===== src/hw/rtl/assert_macros.svh =====
// ----------------------------------------------------------------------------
// Assertion macros shared by the RTL files
// Clocked concurrent checks with a synchronous active-high reset.
// ----------------------------------------------------------------------------
`ifndef ASSERT_MACROS_SVH
`define ASSERT_MACROS_SVH

// Condition holds at every clock edge outside reset
`define ASSERT_HOLDS(label, clk, rst, cond, msg) \
  label: assert property (@(posedge clk) disable iff (rst) (cond)) else $error(msg);

// Same-cycle implication
`define ASSERT_IMPLIES(label, clk, rst, ante, cons, msg) \
  label: assert property (@(posedge clk) disable iff (rst) (ante) |-> (cons)) else $error(msg);

`endif


===== src/hw/rtl/cirw_pkg.sv =====
// ----------------------------------------------------------------------------
// cirw_pkg
// Types and constants for the codec I2C register writer.
// ----------------------------------------------------------------------------
package cirw_pkg;

  // Configuration register indexes
  localparam int unsigned CFG_IDX_W = 2;
  localparam logic [CFG_IDX_W-1:0] CFG_DEV_ADDR   = 2'd0;
  localparam logic [CFG_IDX_W-1:0] CFG_POLL_LIMIT = 2'd1;
  localparam logic [CFG_IDX_W-1:0] CFG_TICKS      = 2'd2;
  localparam int unsigned CFG_DATA_W = 16;

  // Configuration reset values
  localparam logic [7:0]  DEV_ADDR_RESET   = 8'd52;
  localparam logic [7:0]  POLL_LIMIT_RESET = 8'd250;
  localparam logic [15:0] TICKS_RESET      = 16'd1;

  // Item kinds
  localparam logic CMD_TICK  = 1'b0;
  localparam logic CMD_WRITE = 1'b1;

  // Completion status codes
  localparam logic [1:0] STATUS_OK        = 2'd0;
  localparam logic [1:0] STATUS_ADDR_NACK = 2'd1;
  localparam logic [1:0] STATUS_D0_NACK   = 2'd2;
  localparam logic [1:0] STATUS_D1_NACK   = 2'd3;

  // Stream widths
  localparam int unsigned IN_DATA_W  = 24;
  localparam int unsigned OUT_DATA_W = 8;

  // One input item
  typedef struct packed {
    logic       cmd;
    logic [6:0] reg_addr;
    logic [8:0] reg_value;
    logic       sda_in;
  } item_t;

  // One result item
  typedef struct packed {
    logic [1:0] status;
    logic       done_res;
    logic       busy_res;
    logic       sda_drive;
    logic       sda_out;
    logic       scl;
  } res_t;

  // Configuration register set
  typedef struct packed {
    logic [7:0]  device_address_byte;
    logic [7:0]  ack_poll_limit;
    logic [15:0] ticks_per_phase;
  } cfg_t;

endpackage


===== src/hw/rtl/cirw_engine.sv =====
// ----------------------------------------------------------------------------
// cirw_engine
// Bus phase sequencer: one tick per item, result formed from the current
// phase, state advanced when the item moves on.
// ----------------------------------------------------------------------------
`include "assert_macros.svh"

module cirw_engine (
  input  logic          clk,
  input  logic          rst,
  input  logic          fire,
  input  cirw_pkg::item_t item,
  input  cirw_pkg::cfg_t  cfg,
  output cirw_pkg::res_t  res
);
  import cirw_pkg::*;

  typedef enum logic [4:0] {
    PH_IDLE      = 5'd0,
    PH_START_A   = 5'd1,
    PH_START_B   = 5'd2,
    PH_START_C   = 5'd3,
    PH_BIT_SETUP = 5'd4,
    PH_BIT_HIGH  = 5'd5,
    PH_BIT_HOLD  = 5'd6,
    PH_ACK_SETUP = 5'd7,
    PH_ACK_HIGH  = 5'd8,
    PH_ACK_POLL  = 5'd9,
    PH_ACK_LOW   = 5'd10,
    PH_STOP_A    = 5'd11,
    PH_STOP_B    = 5'd12,
    PH_STOP_C    = 5'd13
  } phase_t;

  phase_t      phase, phase_next;
  logic [2:0]  bit_count, bit_count_next;
  logic [1:0]  byte_index, byte_index_next;
  logic [7:0]  shift_byte, shift_byte_next;
  logic [15:0] payload_word, payload_word_next;
  logic [7:0]  poll_count, poll_count_next;
  logic [15:0] phase_timer, phase_timer_next;
  logic [1:0]  error_code, error_code_next;

  logic [15:0] tick_limit;
  logic [16:0] timer_inc;
  logic        elapsed;
  logic [15:0] timer_step;

  // Phase timer: zero ticks_per_phase counts as one
  assign tick_limit = (cfg.ticks_per_phase == '0) ? 16'd1 : cfg.ticks_per_phase;
  assign timer_inc  = {1'b0, phase_timer} + 17'd1;
  assign elapsed    = timer_inc >= {1'b0, tick_limit};
  assign timer_step = elapsed ? '0 : timer_inc[15:0];

  // Result and next state for this tick
  always_comb begin
    phase_next        = phase;
    bit_count_next    = bit_count;
    byte_index_next   = byte_index;
    shift_byte_next   = shift_byte;
    payload_word_next = payload_word;
    poll_count_next   = poll_count;
    phase_timer_next  = phase_timer;
    error_code_next   = error_code;

    res.scl       = 1'b1;
    res.sda_out   = 1'b1;
    res.sda_drive = 1'b1;
    res.busy_res  = 1'b1;
    res.done_res  = 1'b0;
    res.status    = STATUS_OK;

    case (phase)
      PH_IDLE: begin
        res.busy_res = 1'b0;
        if (item.cmd == CMD_WRITE) begin
          payload_word_next = {item.reg_addr, item.reg_value};
          shift_byte_next   = cfg.device_address_byte;
          byte_index_next   = '0;
          bit_count_next    = '0;
          poll_count_next   = '0;
          phase_timer_next  = '0;
          error_code_next   = STATUS_OK;
          phase_next        = PH_START_A;
        end
      end
      PH_START_A: begin
        phase_timer_next = timer_step;
        if (elapsed) phase_next = PH_START_B;
      end
      PH_START_B: begin
        res.sda_out      = 1'b0;
        phase_timer_next = timer_step;
        if (elapsed) phase_next = PH_START_C;
      end
      PH_START_C: begin
        res.scl          = 1'b0;
        res.sda_out      = 1'b0;
        phase_timer_next = timer_step;
        if (elapsed) phase_next = PH_BIT_SETUP;
      end
      PH_BIT_SETUP: begin
        res.scl          = 1'b0;
        res.sda_out      = shift_byte[7];
        phase_timer_next = timer_step;
        if (elapsed) phase_next = PH_BIT_HIGH;
      end
      PH_BIT_HIGH: begin
        res.sda_out      = shift_byte[7];
        phase_timer_next = timer_step;
        if (elapsed) phase_next = PH_BIT_HOLD;
      end
      PH_BIT_HOLD: begin
        res.scl          = 1'b0;
        res.sda_out      = shift_byte[7];
        phase_timer_next = timer_step;
        if (elapsed) begin
          if (bit_count == 3'd7) begin
            bit_count_next = '0;
            phase_next     = PH_ACK_SETUP;
          end else begin
            bit_count_next  = bit_count + 3'd1;
            shift_byte_next = {shift_byte[6:0], 1'b0};
            phase_next      = PH_BIT_SETUP;
          end
        end
      end
      PH_ACK_SETUP: begin
        res.scl          = 1'b0;
        res.sda_drive    = 1'b0;
        phase_timer_next = timer_step;
        if (elapsed) phase_next = PH_ACK_HIGH;
      end
      PH_ACK_HIGH: begin
        res.sda_drive    = 1'b0;
        phase_timer_next = timer_step;
        if (elapsed) begin
          poll_count_next = '0;
          phase_next      = PH_ACK_POLL;
        end
      end
      PH_ACK_POLL: begin
        // low sample is the acknowledge
        res.sda_drive    = 1'b0;
        phase_timer_next = '0;
        if (!item.sda_in) begin
          phase_next = PH_ACK_LOW;
        end else if (poll_count >= cfg.ack_poll_limit) begin
          error_code_next = byte_index + 2'd1;
          phase_next      = PH_STOP_A;
        end else begin
          poll_count_next = poll_count + 8'd1;
        end
      end
      PH_ACK_LOW: begin
        res.scl          = 1'b0;
        res.sda_drive    = 1'b0;
        phase_timer_next = timer_step;
        if (elapsed) begin
          if (byte_index >= 2'd2) begin
            phase_next = PH_STOP_A;
          end else begin
            byte_index_next = byte_index + 2'd1;
            shift_byte_next = (byte_index == 2'd0) ? payload_word[15:8]
                                                   : payload_word[7:0];
            bit_count_next  = '0;
            phase_next      = PH_BIT_SETUP;
          end
        end
      end
      PH_STOP_A: begin
        res.scl          = 1'b0;
        res.sda_out      = 1'b0;
        phase_timer_next = timer_step;
        if (elapsed) phase_next = PH_STOP_B;
      end
      PH_STOP_B: begin
        res.sda_out      = 1'b0;
        phase_timer_next = timer_step;
        if (elapsed) phase_next = PH_STOP_C;
      end
      PH_STOP_C: begin
        phase_timer_next = timer_step;
        if (elapsed) begin
          res.done_res = 1'b1;
          res.status   = error_code;
          phase_next   = PH_IDLE;
        end
      end
      default: begin
        res.busy_res     = 1'b0;
        phase_timer_next = '0;
        phase_next       = PH_IDLE;
      end
    endcase

    // released line reads back high
    if (!res.sda_drive) res.sda_out = 1'b1;
  end

  // State registers, advanced once per item
  always_ff @(posedge clk) begin
    if (rst) begin
      phase        <= PH_IDLE;
      bit_count    <= '0;
      byte_index   <= '0;
      shift_byte   <= '0;
      payload_word <= '0;
      poll_count   <= '0;
      phase_timer  <= '0;
      error_code   <= '0;
    end else if (fire) begin
      phase        <= phase_next;
      bit_count    <= bit_count_next;
      byte_index   <= byte_index_next;
      shift_byte   <= shift_byte_next;
      payload_word <= payload_word_next;
      poll_count   <= poll_count_next;
      phase_timer  <= phase_timer_next;
      error_code   <= error_code_next;
    end
  end

  // Checks
  `ASSERT_IMPLIES(a_idle_timer_clear, clk, rst, phase == PH_IDLE, phase_timer == '0, "timer not clear in idle")
  `ASSERT_HOLDS(a_byte_index_range, clk, rst, byte_index != 2'd3, "byte index past third byte")
  `ASSERT_IMPLIES(a_status_with_done, clk, rst, res.status != STATUS_OK, res.done_res, "status without done")
  `ASSERT_IMPLIES(a_poll_bound, clk, rst, phase == PH_ACK_POLL, poll_count <= cfg.ack_poll_limit, "poll count over limit")

endmodule


===== src/hw/rtl/cirw_out_buf.sv =====
// ----------------------------------------------------------------------------
// cirw_out_buf
// Two-entry output register with skid slot; ready toward the core is
// registered so the output stall never reaches the input combinationally.
// ----------------------------------------------------------------------------
`include "assert_macros.svh"

module cirw_out_buf (
  input  logic           clk,
  input  logic           rst,
  input  logic           push,
  input  cirw_pkg::res_t push_res,
  output logic           push_ready,
  output logic           m_tvalid,
  input  logic           m_tready,
  output cirw_pkg::res_t m_res
);
  import cirw_pkg::*;

  logic main_valid;
  logic skid_valid;
  res_t main_res;
  res_t skid_res;
  logic pop;

  assign pop        = main_valid && m_tready;
  assign push_ready = !skid_valid;
  assign m_tvalid   = main_valid;
  assign m_res      = main_res;

  // Control: skid drains first, new item lands in main when it frees up
  always_ff @(posedge clk) begin
    if (rst) begin
      main_valid <= 1'b0;
      skid_valid <= 1'b0;
    end else if (skid_valid) begin
      if (pop) skid_valid <= 1'b0;
    end else if (push) begin
      if (main_valid && !pop) skid_valid <= 1'b1;
      else main_valid <= 1'b1;
    end else if (pop) begin
      main_valid <= 1'b0;
    end
  end

  // Payload
  always_ff @(posedge clk) begin
    if (skid_valid) begin
      if (pop) main_res <= skid_res;
    end else if (push) begin
      if (main_valid && !pop) skid_res <= push_res;
      else main_res <= push_res;
    end
  end

  `ASSERT_IMPLIES(a_skid_behind_main, clk, rst, skid_valid, main_valid, "skid slot full with main empty")

endmodule


===== src/hw/rtl/codec_i2c_register_writer_core.sv =====
// ----------------------------------------------------------------------------
// codec_i2c_register_writer_core
// Tick-driven I2C master that writes one 9-bit codec register value.
// ----------------------------------------------------------------------------
//  channel   dir  handshake          payload
//  s_*       in   tvalid/tready      tuser: cmd; tdata: reg_addr, reg_value, sda_in
//  m_*       out  tvalid/tready      tdata: scl, sda_out, sda_drive, busy, done, status
//  cfg_*     in   cfg_we only        cfg_index, cfg_data
//
//  One tick item in, one result item out, one item per clock sustained while m_tready is high.
//  Each item passes the input register, then phase logic into the output register.
//  The output register has a skid slot, so s_tready depends only on registers.
//  rst is synchronous; it returns the sequencer to idle and loads config defaults.
//  Bus timing counts ticks, not clocks: stalls only delay ticks.
// ----------------------------------------------------------------------------
module codec_i2c_register_writer_core (
  input  logic                                clk,
  input  logic                                rst,
  // input ticks
  input  logic                                s_tvalid,
  output logic                                s_tready,
  input  logic [cirw_pkg::IN_DATA_W-1:0]      s_tdata,  // reg_addr[6:0], reg_value[15:7], sda_in[16]
  input  logic                                s_tuser,  // cmd[0]
  // results
  output logic                                m_tvalid,
  input  logic                                m_tready,
  output logic [cirw_pkg::OUT_DATA_W-1:0]     m_tdata,  // scl, sda_out, sda_drive, busy_res, done_res, status[6:5]
  // configuration
  input  logic                                cfg_we,
  input  logic [cirw_pkg::CFG_IDX_W-1:0]      cfg_index,
  input  logic [cirw_pkg::CFG_DATA_W-1:0]     cfg_data
);
  import cirw_pkg::*;

  cfg_t  cfg;
  logic  in_valid;
  item_t in_item;
  logic  out_ready;
  logic  advance;
  res_t  step_res;
  res_t  out_res;

  // Configuration registers
  always_ff @(posedge clk) begin
    if (rst) begin
      cfg.device_address_byte <= DEV_ADDR_RESET;
      cfg.ack_poll_limit      <= POLL_LIMIT_RESET;
      cfg.ticks_per_phase     <= TICKS_RESET;
    end else if (cfg_we) begin
      case (cfg_index)
        CFG_DEV_ADDR:   cfg.device_address_byte <= cfg_data[7:0];
        CFG_POLL_LIMIT: cfg.ack_poll_limit      <= cfg_data[7:0];
        CFG_TICKS:      cfg.ticks_per_phase     <= cfg_data;
        default: ;
      endcase
    end
  end

  // Input register
  assign advance  = in_valid && out_ready;
  assign s_tready = !in_valid || out_ready;

  always_ff @(posedge clk) begin
    if (rst) begin
      in_valid <= 1'b0;
    end else if (s_tvalid && s_tready) begin
      in_valid <= 1'b1;
    end else if (advance) begin
      in_valid <= 1'b0;
    end
  end

  always_ff @(posedge clk) begin
    if (s_tvalid && s_tready) begin
      in_item.cmd       <= s_tuser;
      in_item.reg_addr  <= s_tdata[6:0];
      in_item.reg_value <= s_tdata[15:7];
      in_item.sda_in    <= s_tdata[16];
    end
  end

  // Phase sequencer
  cirw_engine u_engine (
    .clk  (clk),
    .rst  (rst),
    .fire (advance),
    .item (in_item),
    .cfg  (cfg),
    .res  (step_res)
  );

  // Result register
  cirw_out_buf u_out_buf (
    .clk        (clk),
    .rst        (rst),
    .push       (advance),
    .push_res   (step_res),
    .push_ready (out_ready),
    .m_tvalid   (m_tvalid),
    .m_tready   (m_tready),
    .m_res      (out_res)
  );

  assign m_tdata = {1'b0, out_res};

endmodule


===== config.mk =====
export PLATFORM = sky130hd
export DESIGN_NAME = codec_i2c_register_writer_core
export DESIGN_NICKNAME = d
export VERILOG_FILES = /design/src/hw/rtl/cirw_pkg.sv /design/src/hw/rtl/cirw_engine.sv /design/src/hw/rtl/cirw_out_buf.sv /design/src/hw/rtl/codec_i2c_register_writer_core.sv
export VERILOG_INCLUDE_DIRS = /design/src /design/src/hw/rtl
export SDC_FILE = /design/constraint.sdc
export NUM_CORES = 1
export LEC_CHECK = 0
export BUFFER_PORTS_ARGS = -buffer_cell sky130_fd_sc_hd__buf_4
export CORE_MARGIN = 3
export CORE_UTILIZATION = 50
export DETAILED_ROUTE_END_ITERATION = 6
export MAX_ROUTING_LAYER = met4
export PLACE_DENSITY_LB_ADDON = 0.3
export SYNTH_ARGS = -nofsm -noshare
export SYNTH_HDL_FRONTEND = slang
export SYNTH_SLANG_ARGS = --single-unit

===== constraint.sdc =====
create_clock -name clk -period 9.3 [get_ports clk]
set_clock_uncertainty 0.05 [all_clocks]
set_input_delay 1.86 -clock clk [delete_from_list [all_inputs] [get_ports clk]]
set_output_delay 1.86 -clock clk [all_outputs]
set_load 0.05 [all_outputs]

[After elaboration in Yosys (flattened, before gate mapping)]
Cells that the tools add are included.
Widths: inputs -> output; s select.
Word-level totals
  register bits: 127
  input port bits: 48
  output and inout port bits: 10
  word-level logic and storage cells: 182
Cells by class
  add/subtract/negate cells: 4
  order comparisons: 3
  eq/ne operators: 38
  multiplexer cells: 67
  bitwise logic cells: 1
  reductions and logical operators: 39
Operators by type and width (count)
  $mux 8: 10
  $mux 5: 15
  $pmux 5 s14: 1
  $mux 16: 3
  $pmux 8 s3: 2
  $pmux 16 s2: 1
  $eq 5x4->1 const B: 6
  $mux 7: 4
  $ne 2x1->1 const B: 14
  $mux 3: 7
  $eq 5x3->1 const B: 4
  $add 16x1->17 const B: 1
  $ge 17x16->1: 1
  $logic_not 16->1: 1
  $reduce_and 15->1: 1
  $ne 2x2->1 const B: 7
  $mux 1: 13
  $reduce_or 13->1: 1
  $mux 2: 6
  $reduce_and 3->1: 4
  $reduce_and 6->1: 2
  $reduce_or 12->1: 1
  $eq 5x2->1 const B: 2
  $reduce_and 5->1: 2
  other kinds (27): 43

[Longest topological paths before layout]
  depth in word-level cells: 8
  depth in mapped cells: 14
  mapped depth without buffers: 14

[Hierarchy]
From an unflattened synthesis, not the netlist that was laid out.
Unflattened totals
  cell total of the unflattened synthesis: 722
  area total of the unflattened synthesis: 6613.8 um2
Modules (own cells, without submodules)
  cirw_engine: instances 1, cells each 528, area each 4032.6 um2, seq. area each 1181.1 um2
  codec_i2c_register_writer_core: instances 1, cells each 159, area each 1959.4 um2, seq. area each 1201.2 um2
  cirw_out_buf: instances 1, cells each 35, area each 621.8 um2, seq. area each 460.4 um2

[Least setup slack after synthesis]
OpenSTA, ideal clock, no wires.
  kind: reg2reg
  start point: register u_engine.phase_timer[2]
  end point: register u_engine.shift_byte[3]
  library setup time: 143 ps
  arrival time: 3084 ps
  required time: 9107 ps
  path slack: 6023 ps
  stages on the path, launching flop included: 15
  buffers on the path: 1
  clock period less this slack: 3277 ps
  path through: dfxtp_1 -> and4_1 -> and4_1 -> and2_0 -> nand2_1 -> xnor2_1 -> ha_1 -> a21oi_1 -> a21boi_0 -> o31ai_1 -> nand2_4 -> o31a_1 -> buf_6 -> a21oi_1 -> a211oi_2
On the way
  cells in the longest elaborated chain, start to end: 4
  elaborated cells on any way between the ends: 5
  classes of those cells: 1 x add/sub; 1 x order compare; 2 x eq/ne; 1 x reduce/logical
Ends and longest elaborated chain
  start, declared: line cirw_engine.sv:41  | logic [15:0] phase_timer, phase_timer_next;
  start signal, assigned: line cirw_engine.sv:219  | phase_timer <= phase_timer_next;
  $add 16x1->17 *: line cirw_engine.sv:51  | assign timer_inc = {1'b0, phase_timer} + 17'd1;
  $ge 17x16->1 *: line cirw_engine.sv:52  | assign elapsed = timer_inc >= {1'b0, tick_limit};
  $ne 2x1->1 (no source line)
  $reduce_and 7->1 (no source line) *
  end signal, assigned: line cirw_engine.sv:216  | shift_byte <= shift_byte_next;
  end, declared: line cirw_engine.sv:38  | logic [7:0] shift_byte, shift_byte_next;
Mark *: on every way between the ends. The rest lies on a longest branch, timed or not.
A chain may end at the register's enable or synchronous reset.

[Worst setup path after layout]
  start point: register u_engine.phase_timer[0]
  end point: register u_engine.shift_byte[3]
The elaborated chain is that of the path after synthesis.

==> flow_summary.ini <==
[routing]
dr.pass1.iters = 5
drc_errors = 0
via_per_inst = 5.58
ant_nets = 0
detail_route.iter0.violations = 385
routedWlPerCell_um = 15.2
vias = 5035
drt_wl_total_um = 13800

[yosys]
synth_mux_area_share_pct = 4.24
synth_edf_count = 32
synth_area_um2 = 6260
ys_seq_elements = 126
syn_nets = 769
ys_warn_count = 0
synth_top_family_by_area = simple AND/OR/NAND/NOR gates
syn_inst = 691
synth_fa_ha_area_share_pct = 6.00
avgSynthCellArea_um2 = 9.06
synth_compound_area_share_pct = 18.5
synth-simple-area-share_pct = 18.9
synth_seq_area_share_pct = 45.4
async_reset_ff_share_pct = 0
ys_types = 70
synth_xor_xnor_area_share_pct = 1.96
synth_ff_type = dfxtp_1

[layout]
multiInputGateArea_um2 = 3110
ff_latch_area_um2 = 2840
layout-drive-gt1-share_pct = 15.1
nNetsFinal = 801
area_growth_pct = 16.7
antenna_cells = 0
fillerInstances = 1018

[global_route]
antenna_found_initial = 0
use_met3_pct = 4.85
gr-total-overflow = 0
grt_pass1_vias = 4934
gr-usage-all-layers_pct = 20.8
grt_pass1_wl_um = 23100
top_usage_layer = met2
grt_use_met1_pct = 26.0
grt_max_degree = 73
grt_use_met2_pct = 33.1

[worst_setup_path]
worstPathArrival_ns = 4.31
crit_path_cell_trace = ha_1 > nand3_2 > nor2_1 > and3_1 > xor2_1 > ha_1 > a21oi_1 > nor2_1 > o31ai_1 > nand2_4 > o31a_1 > a21oi_1 > a211oi_2
crit_path_max_fanout = 21
required_ns = 9.50
worst-setup-path-type = reg -> reg
start_kind = flop
cpPeakStageDelay_ns = 0.67
r2r_cells = 13
crit_slowest_cell = o31a_1
end_kind = flop

[sta]
finalCritPeriodShare_pct = 44.2
finalSetupViolCount = 0
finalHoldViolations = 0
rsz0062_at_grt = false
slew_violations = 0
fmax_mhz = 243
slew_headroom_pct = 16.9
worstMarginPinSlew_ns = 1.24
period_needed_ns = 4.11
setup_tns_ns = 0

[placed_design]
gp_congestion = 0.931
port-buffer-count = 49
dpl.hpwl_um = 9710

[cts]
cts.sinks = 126
numCtsBuffers = 17
postCtsHoldBufs = 0
cts_setup_buffers = 0
clkTransAtPathRegs_ns = 0.06
cts_resized = 0
htreeDepth = 4
cts_tree = built
insertion_delay_ns = 0.42
cts-root-buf = clkbuf_16
clockBufferDepth = 2

[floorplan]
top_level_ports = 58
fp-row-count = 40
dieArea_um2 = 13900
die_h_um = 118
die_w_um = 118
core-area_um2 = 12100
initial_core_util_pct = 51.7

[outcome]
status = complete, no violations

[min_path]
hp-class = reg -> reg
min_path_cells = 2

[pwr]
ir_worst_vdd_uv = 174
powerDensity_nw_per_um2 = 191
p_leak_nw = 2.78
power.total_mw = 1.39

[job]
max-cap-violations = 0
## cells in the mapped netlist (5+ instances only)
master	instances	area share (%)
o21ai_0	33	2.6
nand4_1	5	0.50
nor2b_1	7	0.70
edfxtp_1	32	15
nor2_1	28	1.7
a21oi_1	81	6.5
ha_1	30	6.0
xor2_1	5	0.70
and4_1	5	0.70
or3_1	6	0.60
nor3_1	7	0.56
inv_1	35	2.1
a22o_1	7	0.98
and3_1	9	0.90
and2_1	7	0.70
nand2_1	119	7.1
mux2i_1	22	3.5
xnor2_1	9	1.3
nand2b_1	6	0.60
a21oi_2	6	0.84
a211oi_2	7	1.4
o21ai_1	5	0.40
o211ai_1	7	0.84
nand3_1	20	1.6
dfxtp_1	94	30
clkbuf_1	24	1.4
## cells by family after synthesis
logic type | Yosys count
AOI/OAI and AO/OA | 179
muxes | 26
xor gates and xnor gates | 14
buffers and inverters | 73
DFF | 126
adders and majority gates | 30
and+or+nand+nor | 242
other | 1
## power by group
part           internal (mW)  switching [mW]
Sequential             0.581          0.0127
Clock                  0.453           0.248
Combinational         0.0395          0.0601
## stage by stage
stage / hold slack [ns] / util, % / area, µm² / instances / setup slack [ns]
detailed placement: 0.400 / 55.1 / 6670 / 872 / 5.21
global placement: 0.391 / 55.1 / 6670 / 872 / 5.44
global route: 0.419 / 60.3 / 7300 / 903 / 4.83
finish: 0.407 / 60.3 / 7300 / 903 / 5.19
floorplan: 0.386 / - / 6260 / 691 / 6.02
CTS: 0.407 / 60.3 / 7300 / 903 / 5.18
## path summary, 6_finish.rpt
check | startpoint | to | slack (ns)
setup reg to reg | u_engine.phase_timer[0] | u_engine.shift_byte[3] | 5.19
hold / removal | u_engine.payload_word[10] | u_engine.payload_word[10] | 0.41
hold reg to reg | u_engine.payload_word[10] | u_engine.payload_word[10] | 0.41
setup / recovery | u_engine.phase_timer[0] | u_engine.shift_byte[3] | 5.19
## worst max-delay path: cells and delay by family, from the launching register on
kind	cells	cell delay [ns]
XOR/XNOR	1	0.27
flip-flops	1	0.42
adder cells (fa/ha/maj)	2	0.57
AND/OR/NAND/NOR	5	1.01
AO/OA/AOI/OAI	5	1.62
## layout make-up
cell class / count / area share [%]
timing repair buffer: 50 / 5.14
clock buffer: 19 / 6.51
clock inverter: 12 / 2.13
sequential: 126 / 38.9
tap: 168 / 2.88
multi-input combinational: 492 / 42.5
inverter: 36 / 1.85
## placed cells by master (no fill, tap or decap), types with 9 or more instances in the layout
cell type,n
ha_1,30
inv_1,35
xnor2_1,9
nor2_1,28
nand3_1,20
mux2i_1,22
a21oi_1,81
edfxtp_1,32
dfxtp_1,94
buf_4,50
clkbuf_16,19
nand2_1,119
o21ai_0,33
and3_1,9
## sequential cells by signal, summed over array words and instances, names as in the netlist, 2 cells and up
| name | flops |
|---|---|
| u_out_buf.m_res | 7 |
| u_engine.byte_index | 2 |
| u_engine.shift_byte | 8 |
| cfg | 32 |
| u_out_buf.skid_res | 7 |
| in_item | 18 |
| u_engine.payload_word | 16 |
| u_engine.error_code | 2 |
| u_engine.phase_timer | 16 |
| u_engine.phase | 4 |
| u_engine.poll_count | 8 |
| u_engine.bit_count | 3 |
## routing by layer
metal  routed length [µm]  vias up
li1                     -     2516
met1                 6160     2376
met2                 6770      116
met3                  523       27
met4                  295        0
met5                    0        -
Note: power is estimated with default switching activity, not from simulation.
